==> config.mk <==
export PLATFORM = sky130hd
export DESIGN_NAME = voxel_brick_occupancy_packer_unit
export DESIGN_NICKNAME = d
export VERILOG_FILES = /design/src/hw/rtl/vbop_pkg.sv /design/src/hw/rtl/vbop_front.sv /design/src/hw/rtl/vbop_cmd_fifo.sv /design/src/hw/rtl/vbop_back.sv /design/src/hw/rtl/voxel_brick_occupancy_packer_unit.sv
export SDC_FILE = /design/constraint.sdc
export NUM_CORES = 1
export LEC_CHECK = 0
export ABC_CLOCK_PERIOD_IN_PS = 24600
export BUFFER_PORTS_ARGS = -buffer_cell sky130_fd_sc_hd__buf_2
export CORE_AREA = 10 10 315 317
export DETAILED_ROUTE_END_ITERATION = 16
export DIE_AREA = 0 0 325 327
export HOLD_SLACK_MARGIN = 0.15
export PLACE_DENSITY = 0.67
export SLEW_MARGIN = 15
export SYNTH_ARGS = -nofsm -noshare
export SYNTH_HDL_FRONTEND = slang
export SYNTH_SLANG_ARGS = --single-unit
export TNS_END_PERCENT = 50
==> constraint.sdc <==
create_clock -name clk_i -period 24.6 [get_ports clk_i]
set_clock_uncertainty 0.05 [all_clocks]
set_input_delay 1.23 -clock clk_i [delete_from_list [all_inputs] [get_ports clk_i]]
set_output_delay 1.23 -clock clk_i [all_outputs]
set_load 0.005 [all_outputs]
==> src/hw/rtl/vbop_pkg.sv <==
// ----------------------------------------------------------------------------
// vbop_pkg
// Shared types and constants for the voxel brick occupancy packer.
// ----------------------------------------------------------------------------
package vbop_pkg;

  localparam int unsigned WORD_W       = 32;
  localparam int unsigned BLOCK_CNT_W  = 24;
  localparam int unsigned POS_W        = 6;
  localparam int unsigned MASK_W       = 64;
  localparam int unsigned OCT_W        = 8;
  localparam int unsigned HDR_SHIFT    = 8;
  localparam int unsigned STEP_W       = 3;
  localparam int unsigned CMD_Q_DEPTH  = 4;
  localparam int unsigned CMD_Q_PTR_W  = 2;

  localparam logic [POS_W-1:0] POS_LAST = 6'd63;

  // Kind of an output word.
  localparam logic KIND_VOXEL  = 1'b0;
  localparam logic KIND_RECORD = 1'b1;

  // Position of a word inside a block record.
  localparam logic [1:0] SLOT_HEADER    = 2'd0;
  localparam logic [1:0] SLOT_MASK_LOW  = 2'd1;
  localparam logic [1:0] SLOT_MASK_HIGH = 2'd2;
  localparam logic [1:0] SLOT_START     = 2'd3;

  typedef struct packed {
    logic              occupied;
    logic [WORD_W-1:0] payload;
  } in_word_t;

  typedef struct packed {
    logic              word_kind;
    logic [WORD_W-1:0] data_word;
    logic [1:0]        record_slot;
    logic              last_of_run;
    logic              map_done;
  } out_word_t;

  // One classified sample: which words it causes and their contents.
  typedef struct packed {
    logic              has_voxel;
    logic              has_record;
    logic              done;
    logic [WORD_W-1:0] payload;
    logic [WORD_W-1:0] header;
    logic [MASK_W-1:0] mask;
    logic [WORD_W-1:0] start;
  } cmd_t;

endpackage

==> src/hw/rtl/vbop_front.sv <==
// ----------------------------------------------------------------------------
// vbop_front
// Accepts voxel samples, tracks scan position and block masks, and turns
// each sample into a command that names the words it causes.
// ----------------------------------------------------------------------------
module vbop_front #(
  parameter int unsigned BLOCK_INDEX_BITS = 24
) (
  input  logic                                 clk_i,
  input  logic                                 rst_ni,
  input  logic                                 cfg_we_i,
  input  logic [vbop_pkg::BLOCK_CNT_W-1:0]     cfg_data_i,
  input  logic                                 accept_i,
  input  vbop_pkg::in_word_t                   in_word_i,
  output logic                                 cmd_push_o,
  output vbop_pkg::cmd_t                       cmd_o
);
  import vbop_pkg::*;

  logic [BLOCK_CNT_W-1:0] block_count_q;
  logic [POS_W-1:0]       pos_q, pos_d;
  logic [BLOCK_CNT_W-1:0] cur_blk_q, cur_blk_d;
  logic [MASK_W-1:0]      mask_q, mask_d, mask_upd;
  logic [OCT_W-1:0]       oct_q, oct_d, oct_upd;
  logic [WORD_W-1:0]      emitted_q, emitted_d, emitted_inc;
  logic [WORD_W-1:0]      start_q, start_d;
  logic [BLOCK_CNT_W:0]   next_blk;
  logic                   block_end;
  logic                   map_end;
  logic [2:0]             oct_idx;
  logic [WORD_W-1:0]      blk_field;

  assign block_end   = (pos_q == POS_LAST);
  assign oct_idx     = {pos_q[5], pos_q[3], pos_q[1]};
  assign mask_upd    = mask_q | (in_word_i.occupied ? (MASK_W'(1) << pos_q) : '0);
  assign oct_upd     = oct_q | (in_word_i.occupied ? (OCT_W'(1) << oct_idx) : '0);
  assign emitted_inc = emitted_q + WORD_W'(in_word_i.occupied);
  assign next_blk    = {1'b0, cur_blk_q} + (BLOCK_CNT_W+1)'(1);
  assign map_end     = (next_blk >= {1'b0, block_count_q});
  assign blk_field   = WORD_W'(cur_blk_q[BLOCK_INDEX_BITS-1:0]);

  always_comb begin
    pos_d     = pos_q + POS_W'(1);
    cur_blk_d = cur_blk_q;
    mask_d    = mask_upd;
    oct_d     = oct_upd;
    emitted_d = emitted_inc;
    start_d   = start_q;
    if (block_end) begin
      pos_d  = '0;
      mask_d = '0;
      oct_d  = '0;
      if (map_end) begin
        cur_blk_d = '0;
        emitted_d = '0;
        start_d   = '0;
      end else begin
        cur_blk_d = next_blk[BLOCK_CNT_W-1:0];
        start_d   = emitted_inc;
      end
    end
  end

  always_comb begin
    cmd_o.has_voxel  = in_word_i.occupied;
    cmd_o.has_record = block_end && (mask_upd != '0);
    cmd_o.done       = block_end && map_end;
    cmd_o.payload    = in_word_i.payload;
    cmd_o.header     = WORD_W'(oct_upd) | (blk_field << HDR_SHIFT);
    cmd_o.mask       = mask_upd;
    cmd_o.start      = start_q;
  end

  // Samples that cause no word leave only their state update behind.
  assign cmd_push_o = accept_i && (cmd_o.has_voxel || cmd_o.has_record);

  always_ff @(posedge clk_i or negedge rst_ni) begin
    if (!rst_ni) begin
      block_count_q <= BLOCK_CNT_W'(1);
      pos_q         <= '0;
      cur_blk_q     <= '0;
      mask_q        <= '0;
      oct_q         <= '0;
      emitted_q     <= '0;
      start_q       <= '0;
    end else begin
      if (cfg_we_i) begin
        block_count_q <= cfg_data_i;
      end
      if (accept_i) begin
        pos_q     <= pos_d;
        cur_blk_q <= cur_blk_d;
        mask_q    <= mask_d;
        oct_q     <= oct_d;
        emitted_q <= emitted_d;
        start_q   <= start_d;
      end
    end
  end

endmodule

==> src/hw/rtl/vbop_cmd_fifo.sv <==
// ----------------------------------------------------------------------------
// vbop_cmd_fifo
// Short command queue between the classifier and the word emitter.
// ----------------------------------------------------------------------------
module vbop_cmd_fifo (
  input  logic            clk_i,
  input  logic            rst_ni,
  input  logic            push_i,
  input  vbop_pkg::cmd_t  data_i,
  output logic            full_o,
  input  logic            pop_i,
  output logic            empty_o,
  output vbop_pkg::cmd_t  data_o
);
  import vbop_pkg::*;

  cmd_t                 entries_q [CMD_Q_DEPTH];
  logic [CMD_Q_PTR_W:0] wr_ptr_q, rd_ptr_q;

  assign empty_o = (wr_ptr_q == rd_ptr_q);
  assign full_o  = (wr_ptr_q[CMD_Q_PTR_W] != rd_ptr_q[CMD_Q_PTR_W]) &&
                   (wr_ptr_q[CMD_Q_PTR_W-1:0] == rd_ptr_q[CMD_Q_PTR_W-1:0]);
  assign data_o  = entries_q[rd_ptr_q[CMD_Q_PTR_W-1:0]];

  always_ff @(posedge clk_i) begin
    if (push_i && !full_o) begin
      entries_q[wr_ptr_q[CMD_Q_PTR_W-1:0]] <= data_i;
    end
  end

  always_ff @(posedge clk_i or negedge rst_ni) begin
    if (!rst_ni) begin
      wr_ptr_q <= '0;
      rd_ptr_q <= '0;
    end else begin
      if (push_i && !full_o) begin
        wr_ptr_q <= wr_ptr_q + (CMD_Q_PTR_W+1)'(1);
      end
      if (pop_i && !empty_o) begin
        rd_ptr_q <= rd_ptr_q + (CMD_Q_PTR_W+1)'(1);
      end
    end
  end

endmodule

==> src/hw/rtl/vbop_back.sv <==
// ----------------------------------------------------------------------------
// vbop_back
// Expands each command into its voxel word and record words, into an output register,
// one per cycle while the consumer keeps popping.
// ----------------------------------------------------------------------------
module vbop_back (
  input  logic                 clk_i,
  input  logic                 rst_ni,
  input  logic                 cmd_empty_i,
  input  vbop_pkg::cmd_t       cmd_i,
  output logic                 cmd_pop_o,
  input  logic                 pop,
  output logic                 empty,
  output vbop_pkg::out_word_t  out_word_o
);
  import vbop_pkg::*;

  logic [STEP_W-1:0] step_q, step_d;
  logic [STEP_W-1:0] n_words;
  logic [1:0]        slot;
  logic              is_last;
  logic              load;
  logic              out_v_q;
  out_word_t         out_q, word;

  assign n_words = STEP_W'(cmd_i.has_voxel) + (cmd_i.has_record ? STEP_W'(4) : '0);
  assign is_last = (step_q == n_words - STEP_W'(1));
  assign slot    = 2'(step_q - STEP_W'(cmd_i.has_voxel));
  assign load    = !cmd_empty_i && (!out_v_q || pop);
  assign cmd_pop_o = load && is_last;

  always_comb begin
    word.word_kind   = KIND_RECORD;
    word.record_slot = slot;
    word.last_of_run = is_last;
    word.map_done    = cmd_i.done;
    word.data_word   = cmd_i.header;
    if (cmd_i.has_voxel && (step_q == '0)) begin
      word.word_kind   = KIND_VOXEL;
      word.record_slot = SLOT_HEADER;
      word.data_word   = cmd_i.payload;
    end else begin
      case (slot)
        SLOT_HEADER:    word.data_word = cmd_i.header;
        SLOT_MASK_LOW:  word.data_word = cmd_i.mask[WORD_W-1:0];
        SLOT_MASK_HIGH: word.data_word = cmd_i.mask[MASK_W-1:WORD_W];
        SLOT_START:     word.data_word = cmd_i.start;
        default:        word.data_word = cmd_i.header;
      endcase
    end
  end

  assign step_d = is_last ? '0 : step_q + STEP_W'(1);

  always_ff @(posedge clk_i or negedge rst_ni) begin
    if (!rst_ni) begin
      step_q  <= '0;
      out_v_q <= 1'b0;
    end else begin
      if (load) begin
        step_q <= step_d;
      end
      if (load) begin
        out_v_q <= 1'b1;
      end else if (pop) begin
        out_v_q <= 1'b0;
      end
    end
  end

  always_ff @(posedge clk_i) begin
    if (load) begin
      out_q <= word;
    end
  end

  assign empty      = !out_v_q;
  assign out_word_o = out_q;

endmodule

==> src/hw/rtl/voxel_brick_occupancy_packer_unit.sv <==
// A sample's command waits in the command queue, its words in the single output register.
// Throughput: one sample per cycle in when not full, one word per cycle out when popped.
// A sample closing a non-empty block makes up to five words, so the output register paces.
// A four-entry command queue lets the input run ahead while record words drain.
// Reset clears all scan state and the queues, and sets block_count to 1.
// ----------------------------------------------------------------------------
// voxel_brick_occupancy_packer_unit
// Packs 4x4x4 voxel blocks into voxel payload words followed by block
// records holding the octant mask, occupancy mask and start index.
// ----------------------------------------------------------------------------
module voxel_brick_occupancy_packer_unit #(
  parameter int unsigned BLOCK_INDEX_BITS = 24
) (
  input  logic                              clk_i,
  input  logic                              rst_ni,
  input  logic                              cfg_we_i,
  input  logic [vbop_pkg::BLOCK_CNT_W-1:0]  cfg_data_i,
  input  logic                              push,
  output logic                              full,
  input  vbop_pkg::in_word_t                in_word_i,
  output logic                              empty,
  input  logic                              pop,
  output vbop_pkg::out_word_t               out_word_o
);
  import vbop_pkg::*;

  // The front classifies every sample as it arrives. Samples that cause
  // words become commands; the back turns each command into its words.
  logic cmd_push;
  logic cmd_full;
  logic cmd_pop;
  logic cmd_empty;
  cmd_t cmd_in;
  cmd_t cmd_head;

  // A sample is taken whenever the command queue has room, even if it
  // produces no word, so the full flag mirrors the queue.
  assign full = cmd_full;

  vbop_front #(
    .BLOCK_INDEX_BITS(BLOCK_INDEX_BITS)
  ) u_front (
    .clk_i      (clk_i),
    .rst_ni     (rst_ni),
    .cfg_we_i   (cfg_we_i),
    .cfg_data_i (cfg_data_i),
    .accept_i   (push && !cmd_full),
    .in_word_i  (in_word_i),
    .cmd_push_o (cmd_push),
    .cmd_o      (cmd_in)
  );

  vbop_cmd_fifo u_cmd_fifo (
    .clk_i   (clk_i),
    .rst_ni  (rst_ni),
    .push_i  (cmd_push),
    .data_i  (cmd_in),
    .full_o  (cmd_full),
    .pop_i   (cmd_pop),
    .empty_o (cmd_empty),
    .data_o  (cmd_head)
  );

  // The back walks the head command word by word and releases it from
  // the queue together with its last word.
  vbop_back u_back (
    .clk_i       (clk_i),
    .rst_ni      (rst_ni),
    .cmd_empty_i (cmd_empty),
    .cmd_i       (cmd_head),
    .cmd_pop_o   (cmd_pop),
    .pop         (pop),
    .empty       (empty),
    .out_word_o  (out_word_o)
  );

endmodule

==> reports/results.txt, run 1 <==
cells after synthesis -> 2206
placed inst area -> 38600 µm²
Slew @ Worst Pin -> 1.15 ns
RSZ-0062 raised after global routing -> no
GRT overflow -> 0
PwrDens -> 114 nW/µm²
clock tree buffer depth -> 3
Place WS -> 18.78 ns
CTS tree -> built
Post-CTS Setup Bufs -> 0
num ports -> 101
synth warn -> 0
Die H -> 327 µm
Die W -> 325 µm
delay-heaviest family, CP -> simple AND/OR/NAND/NOR gates
Final Worst Setup Slack -> 19.32 ns
CP max-delay cell -> nor2b_1
initial DRC count -> 2019
drt drc -> 0
Starting Density -> 39.6%
fmax -> 190 MHz
RR Endpoint -> u_cmd_fifo.entries_q[0][84]
CTS clk-pin slew, worst paths -> 0.06 ns
type of the worst min-delay path -> reg -> reg
fin crit period -> 5.28 ns
Leak -> 0.0157 µW
Synth Register Bits -> 889
vias post-DR -> 20200
Worst slew margin -> 23.5%
Final Routed Wirelength -> 84.3 mm
fraction of registers with async set/reset -> 22.5%
Antenna Nets Post-Route -> 0
routability congestion estimate from global placement -> 0.904
final cycle utilization of the critical path -> 21.4%
CTS Buf Count -> 93
Peak VDD IR -> 84.7 µV
nets -> 2407
Worst setup EP type -> register
top_reg_cell synth -> edfxtp_1
synthesized cell area -> 36800 µm²
Netlist cell types -> 70
CP Data Arrival Time -> 5.51 ns
Max FO, Critical Path -> 57
std cell rows -> 112
core box area -> 92800 µm²
largest net degree at the start of global routing -> 90
Reg2Reg Depth -> 11
critical-path cell list -> inv_1 -> ha_1 -> nor2b_1 -> a22oi_1 -> a21oi_1 -> or4_1 -> or3_4 -> a21oi_2 -> nor2_4 -> buf_4 -> buf_4
clock root buffer master -> clkbuf_16
share of post-route cells with drive strength above 1 -> 22.8%
CP required -> 24.83 ns
post-CTS sizing -> 0
Post-DP HPWL -> 53.2 mm
worst path bufs/invs -> 3
P&R area growth vs syn -> 13.8%
Critical Path Source -> u_front.pos_q[1]
Final Power -> 4770 µW
vias per std cell -> 5.55
Hold Path Sink -> u_cmd_fifo.wr_ptr_q[2]
Initial DRT Pass Iterations -> 6
clock latency on the worst-skew pair -> 0.68 ns
Crit path largest cell delay -> 0.84 ns
wire per inst -> 23.1 µm
hold_sp -> u_cmd_fifo.wr_ptr_q[2]
Post-synth EDFFs -> 689
H-tree lvl count -> 3
register area share after synthesis -> 69.9%
post-synthesis net count -> 2309
hold path depth -> 1
startpoint class of the critical path -> register
final instance area -> 41800 µm²
outcome -> completed
Final Hold Vio Count -> 0
synthesized area per cell -> 16.7 µm²
# port buffers -> 100
overall routing resource usage -> 15.6%
Final setup violation count -> 0
Crit Path Class -> reg -> reg
clock sink count -> 889
vias in the first global route -> 20500
hold_buf cts -> 0
setup TNS -> 0 ns
area of the die -> 106000 µm²
Worst R2R Setup Slack -> 19.32 ns
final max-slew violation count -> 0
max cap viols -> 0
global-route wire length before repair -> 129 mm
most used cell, CP -> buf_4
antenna violations before repair -> 9
reg-to-reg critical path startpoint -> u_front.pos_q[1]
cells by family (layout without fill, tap and decap cells):
group	after synthesis	count (layout)	synth area share, %
simple gates	458	458	5.92
buf+inv	182	361	2.02
mux	233	233	13.1
other cells	0	3	0
compound gates	344	344	6.28
fa+ha+maj	41	41	1.40
flops	889	889	69.9
xor+xnor	59	59	1.41
synth_stat cells (all sizes together), types with 36 or more instances:
| cell type | count | area, µm² |
|---|---|---|
| o21ai | 100 | 500 |
| mux2 | 36 | 405 |
| nor2 | 135 | 507 |
| a21o | 65 | 488 |
| ha | 41 | 513 |
| buf | 40 | 210 |
| dfrtp | 199 | 4980 |
| edfxtp | 689 | 20700 |
| clkbuf | 90 | 338 |
| inv | 52 | 195 |
| a21oi | 48 | 248 |
| nand2 | 150 | 563 |
| mux4 | 194 | 4370 |
worst reg2reg max path: cells and delay by family (launching register included):
family	cells	cell delay, ns
adder cells (fa/ha/maj)	1	0.37
buffers and inverters	3	1.63
AND/OR/NAND/NOR	4	1.81
flip-flops	1	0.49
AO/OA/AOI/OAI	3	0.51
state kept, by name, summed over array words and instances (netlist names):
register / flops
u_back.step_q: 3
u_cmd_fifo.rd_ptr_q: 3
u_front.oct_q: 8
u_cmd_fifo.entries_q: 652
u_front.mask_q: 64
u_front.pos_q: 6
u_front.cur_blk_q: 24
u_cmd_fifo.wr_ptr_q: 3
u_front.start_q: 32
u_front.emitted_q: 32
u_back.out_v_q: 1
u_front.block_count_q: 24
u_back.out_word_o: 37
per-stage QoR:
stage / cells / hold WS (ns) / utilization (%)
after global routing: 3639 / 0.464 / 45.1
after floorplan: 2206 / 0.404 / -
after CTS: 3639 / 0.441 / 45.1
final: 3642 / 0.447 / 45.1
after global placement: 3463 / 0.419 / 41.6
after detailed placement: 3463 / 0.429 / 41.6
layout make-up:
| type | count | area (µm²) |
|---|---|---|
| repair buffers | 133 | 769 |
| clock inverters | 56 | 636 |
| fillers | 7977 | 50900 |
| flip-flops and latches | 889 | 25700 |
| inverters | 52 | 195 |
| clock buffers | 120 | 2560 |
| diodes | 3 | 7.51 |
| multi-input cells | 1135 | 10400 |
| well taps | 1254 | 1570 |
worst max path at each step:
stage                                   endpoint  cells after the start  slack, ns
CTS                 u_cmd_fifo.entries_q[2][147]                     11      19.32
global placement    u_cmd_fifo.entries_q[0][149]                     11      18.77
finish               u_cmd_fifo.entries_q[0][84]                     11      19.32
detailed placement  u_cmd_fifo.entries_q[0][149]                     11      18.78
floorplan             u_cmd_fifo.entries_q[0][0]                      8      14.58
global route         u_cmd_fifo.entries_q[0][93]                     11      18.95
power by group:
group          switching [µW]  internal (µW)
clock network             596            830
registers                 115           1880
logic                     754            595
metal layers:
layer  global-route usage [%]  vias up  share of wire [%]
met4                     4.78        4                2.7
met5                        0        -              0.031
li1                         -     8842                  -
met3                     3.66      134                7.3
met1                     21.4    10500                 43
met2                     24.4      746                 47
layout by cell type (no fill, tap or decap), drive strengths merged, types with 35 or more instances in the layout:
master and count:
clkbuf 121, ha 41, buf 132, mux2 36, mux4 194, a21oi 48, nor2 135, a21o 65
o21ai 100, nand2 150, edfxtp 689, inv 57, dfrtp 199, clkinv 35
Note: power is estimated with default switching activity, not from simulation.
==> inputs of run 2 (changes only) <==
--- a/config.mk
+++ b/config.mk
@@ -5,13 +5,13 @@
 export SDC_FILE = /design/constraint.sdc
 export NUM_CORES = 1
 export LEC_CHECK = 0
-export ABC_CLOCK_PERIOD_IN_PS = 24600
+export ABC_CLOCK_PERIOD_IN_PS = 4600
 export BUFFER_PORTS_ARGS = -buffer_cell sky130_fd_sc_hd__buf_2
 export CORE_AREA = 10 10 315 317
 export DETAILED_ROUTE_END_ITERATION = 16
 export DIE_AREA = 0 0 325 327
 export HOLD_SLACK_MARGIN = 0.15
-export PLACE_DENSITY = 0.67
+export PLACE_DENSITY = 0.69
 export SLEW_MARGIN = 15
 export SYNTH_ARGS = -nofsm -noshare
 export SYNTH_HDL_FRONTEND = slang
==> constraint.sdc (replaced) <==
create_clock -name clk_i -period 4.6 [get_ports clk_i]
set_clock_uncertainty 0.05 [all_clocks]
set_input_delay 0.23 -clock clk_i [delete_from_list [all_inputs] [get_ports clk_i]]
set_output_delay 0.23 -clock clk_i [all_outputs]
set_load 0.005 [all_outputs]
==> reports/results.txt, run 2 (synthesized netlist as in run 1, its figures left out) <==
CP max-delay cell -> dfrtp_1 (was nor2b_1)
global-route wire length before repair -> 129 mm (about the same)
Post-DP HPWL -> 52.4 mm (was 53.2 mm)
clock latency on the worst-skew pair -> 0.66 ns (was 0.68 ns)
Die W -> 325 µm (unchanged)
reg-to-reg critical path startpoint -> u_front.cur_blk_q[2] (was u_front.pos_q[1])
vias post-DR -> 20700 (was 20200)
most common cell after layout, fill and taps aside -> edfxtp_1 (unchanged)
hold path depth -> 2 (was 1)
Worst slew margin -> 24.9% (was 23.5%)
share of post-route cells with drive strength above 1 -> 22.9% (was 22.8%)
P&R area growth vs syn -> 17.7% (was 13.8%)
max cap viols -> 0 (unchanged)
fmax -> 237 MHz (was 190 MHz)
CP required -> 5.13 ns (was 24.83 ns)
Hold Path Sink -> u_front.block_count_q[18] (was u_cmd_fifo.wr_ptr_q[2])
Reg2Reg Depth -> 14 (was 11)
H-tree lvl count -> 3 (unchanged)
routability congestion estimate from global placement -> 0.888 (was 0.904)
Final Routed Wirelength -> 83.7 mm (was 84.3 mm)
std cell rows -> 112 (unchanged)
Starting Density -> 39.6% (unchanged)
CTS clk-pin slew, worst paths -> 0.06 ns (about the same)
vias in the first global route -> 21100 (was 20500)
final cycle utilization of the critical path -> 91.9% (was 21.4%)
PwrDens -> 594 nW/µm² (was 114 nW/µm²)
clock sink count -> 889 (unchanged)
Antenna Nets Post-Route -> 0 (unchanged)
Final Hold Vio Count -> 0 (unchanged)
wire per inst -> 22.2 µm (was 23.1 µm)
hold_sp -> cfg_we_i (was u_cmd_fifo.wr_ptr_q[2])
Slew @ Worst Pin -> 1.12 ns (was 1.15 ns)
antenna violations before repair -> 8 (was 9)
RR Endpoint -> u_front.emitted_q[26] (was u_cmd_fifo.entries_q[0][84])
final max-slew violation count -> 0 (unchanged)
most used cell, CP -> nand3_1 (was buf_4)
critical-path cell list -> nand3_1 -> nor2_1 -> nand3_1 -> nor3_1 -> nand3_1 -> xnor2_1 -> ha_1 -> and4_1 -> a221oi_1 -> o221ai_1 -> a21o_2 -> buf_4 -> a2111oi_1 -> a221o_1 (was inv_1 -> ha_1 -> nor2b_1 -> a22oi_1 -> a21oi_1 -> or4_1 -> or3_4 -> a21oi_2 -> nor2_4 -> buf_4 -> buf_4)
Critical Path Source -> u_front.cur_blk_q[2] (was u_front.pos_q[1])
type of the worst min-delay path -> in -> reg (was reg -> reg)
Peak VDD IR -> 579 µV (was 84.7 µV)
Worst R2R Setup Slack -> 0.37 ns (was 19.32 ns)
startpoint class of the critical path -> register (unchanged)
drt drc -> 0 (unchanged)
Post-Route Utilization -> 46.6% (was 45.1%)
overall routing resource usage -> 15.5% (was 15.6%)
Die H -> 327 µm (unchanged)
Crit path largest cell delay -> 0.54 ns (was 0.84 ns)
CP Data Arrival Time -> 4.76 ns (was 5.51 ns)
core box area -> 92800 µm² (unchanged)
commonest cells after routing, fill and taps aside -> edfxtp_1, mux4_2, dfrtp_1 (was edfxtp_1, dfrtp_1, mux4_2)
vias per std cell -> 5.50 (was 5.55)
clock root buffer master -> clkbuf_16 (unchanged)
outcome -> completed (unchanged)
fin crit period -> 4.23 ns (was 5.28 ns)
Final Worst Setup Slack -> 0.373 ns (was 19.32 ns)
largest net degree at the start of global routing -> 137 (was 90)
Worst setup EP type -> register (unchanged)
nets -> 2535 (was 2407)
final instance area -> 43300 µm² (was 41800 µm²)
num ports -> 101 (unchanged)
Leak -> 0.0162 µW (was 0.0157 µW)
initial DRC count -> 1898 (was 2019)
GRT overflow -> 0 (unchanged)
max reg flops -> 652 (unchanged)
Max FO, Critical Path -> 19 (was 57)
area of the die -> 106000 µm² (unchanged)
Crit Path Class -> reg -> reg (unchanged)
CTS Buf Count -> 91 (was 93)
Place WS -> 0.236 ns (was 18.78 ns)
placed inst area -> 39000 µm² (was 38600 µm²)
CTS tree -> built (unchanged)
Final setup violation count -> 0 (unchanged)
# port buffers -> 100 (unchanged)
clock tree buffer depth -> 3 (unchanged)
worst hold slack -> 0.167 ns (was 0.447 ns)
Initial DRT Pass Iterations -> 6 (unchanged)
## run 2: cell types whose count changed in the layout (fill, tap and decap cells not counted), sizes merged
cell | before | now
dlygate4sd3 | 0 | 106
buf | 132 | 156
clkinv | 35 | 28
clkbuf | 121 | 125
bufinv | 8 | 11
clkinvlp | 8 | 6
diode | 3 | 1
inv | 57 | 55
## run 2: repair_timing
item	in CTS	in global routing
hold buffers	107	0
hold endpoints to repair	256	0
endpoints found under the setup margin	0	13
buffers inserted	0	0
resized for setup	0	5
## run 2: power by group
group / leakage (µW) / switching (µW) / total [µW] / internal (µW)
Sequential: 0.00916 / 426 / 10500 / 10100
Clock: 0.00150 / 3080 / 7550 / 4470
Combinational: 0.00554 / 4240 / 7650 / 3410
## run 2: per-stage QoR
stage / power (µW) / std cells / TNS [ns]
2_1_floorplan: 15700 / 2206 / 0
3_3_place_gp: 18100 / 3485 / 0
3_5_place_dp: 18300 / 3485 / 0
4_1_cts: 26000 / 3764 / 0
5_1_grt: 26800 / 3765 / -0.00101
6_report: 25700 / 3766 / 0
## run 2: per-layer routing
layer / share of wire, % / GRT usage [%]
met3: 6.4 / 3.01
met5: 0.032 / 0
met2: 48 / 24.9
met1: 43 / 21.4
met4: 2.6 / 4.43
## run 2: cell type report
type | count | area [µm²]
clock buffer | 124 | 2500
tap | 1254 | 1570
sequential | 889 | 25700
multi-input combinational | 1135 | 10500
fill | 7844 | 49500
antenna | 1 | 2.50
inverter | 52 | 200
timing repair buffer | 263 | 2190
clock inverter | 48 | 619
## run 2: critical path, delay by kind of cell (launching register included)
kind / cells / cell delay [ns]
AOI/OAI and AO/OA: 5 / 1.50
xor gates and xnor gates: 1 / 0.23
adders and majority gates: 1 / 0.28
buffers and inverters: 1 / 0.26
DFF: 1 / 0.54
and+or+nand+nor: 6 / 1.29
## run 2: worst max path at each step
stage                                             to  slack, ns  cells past startpoint
after floorplan           u_cmd_fifo.entries_q[0][0]     0.0008                     12
after global placement         u_front.emitted_q[31]       0.29                     15
after detailed placement       u_front.emitted_q[31]       0.24                     16
after CTS                      u_front.emitted_q[13]       0.17                     16
after global routing            u_front.emitted_q[0]     -0.001                     15
final                          u_front.emitted_q[26]       0.37                     14
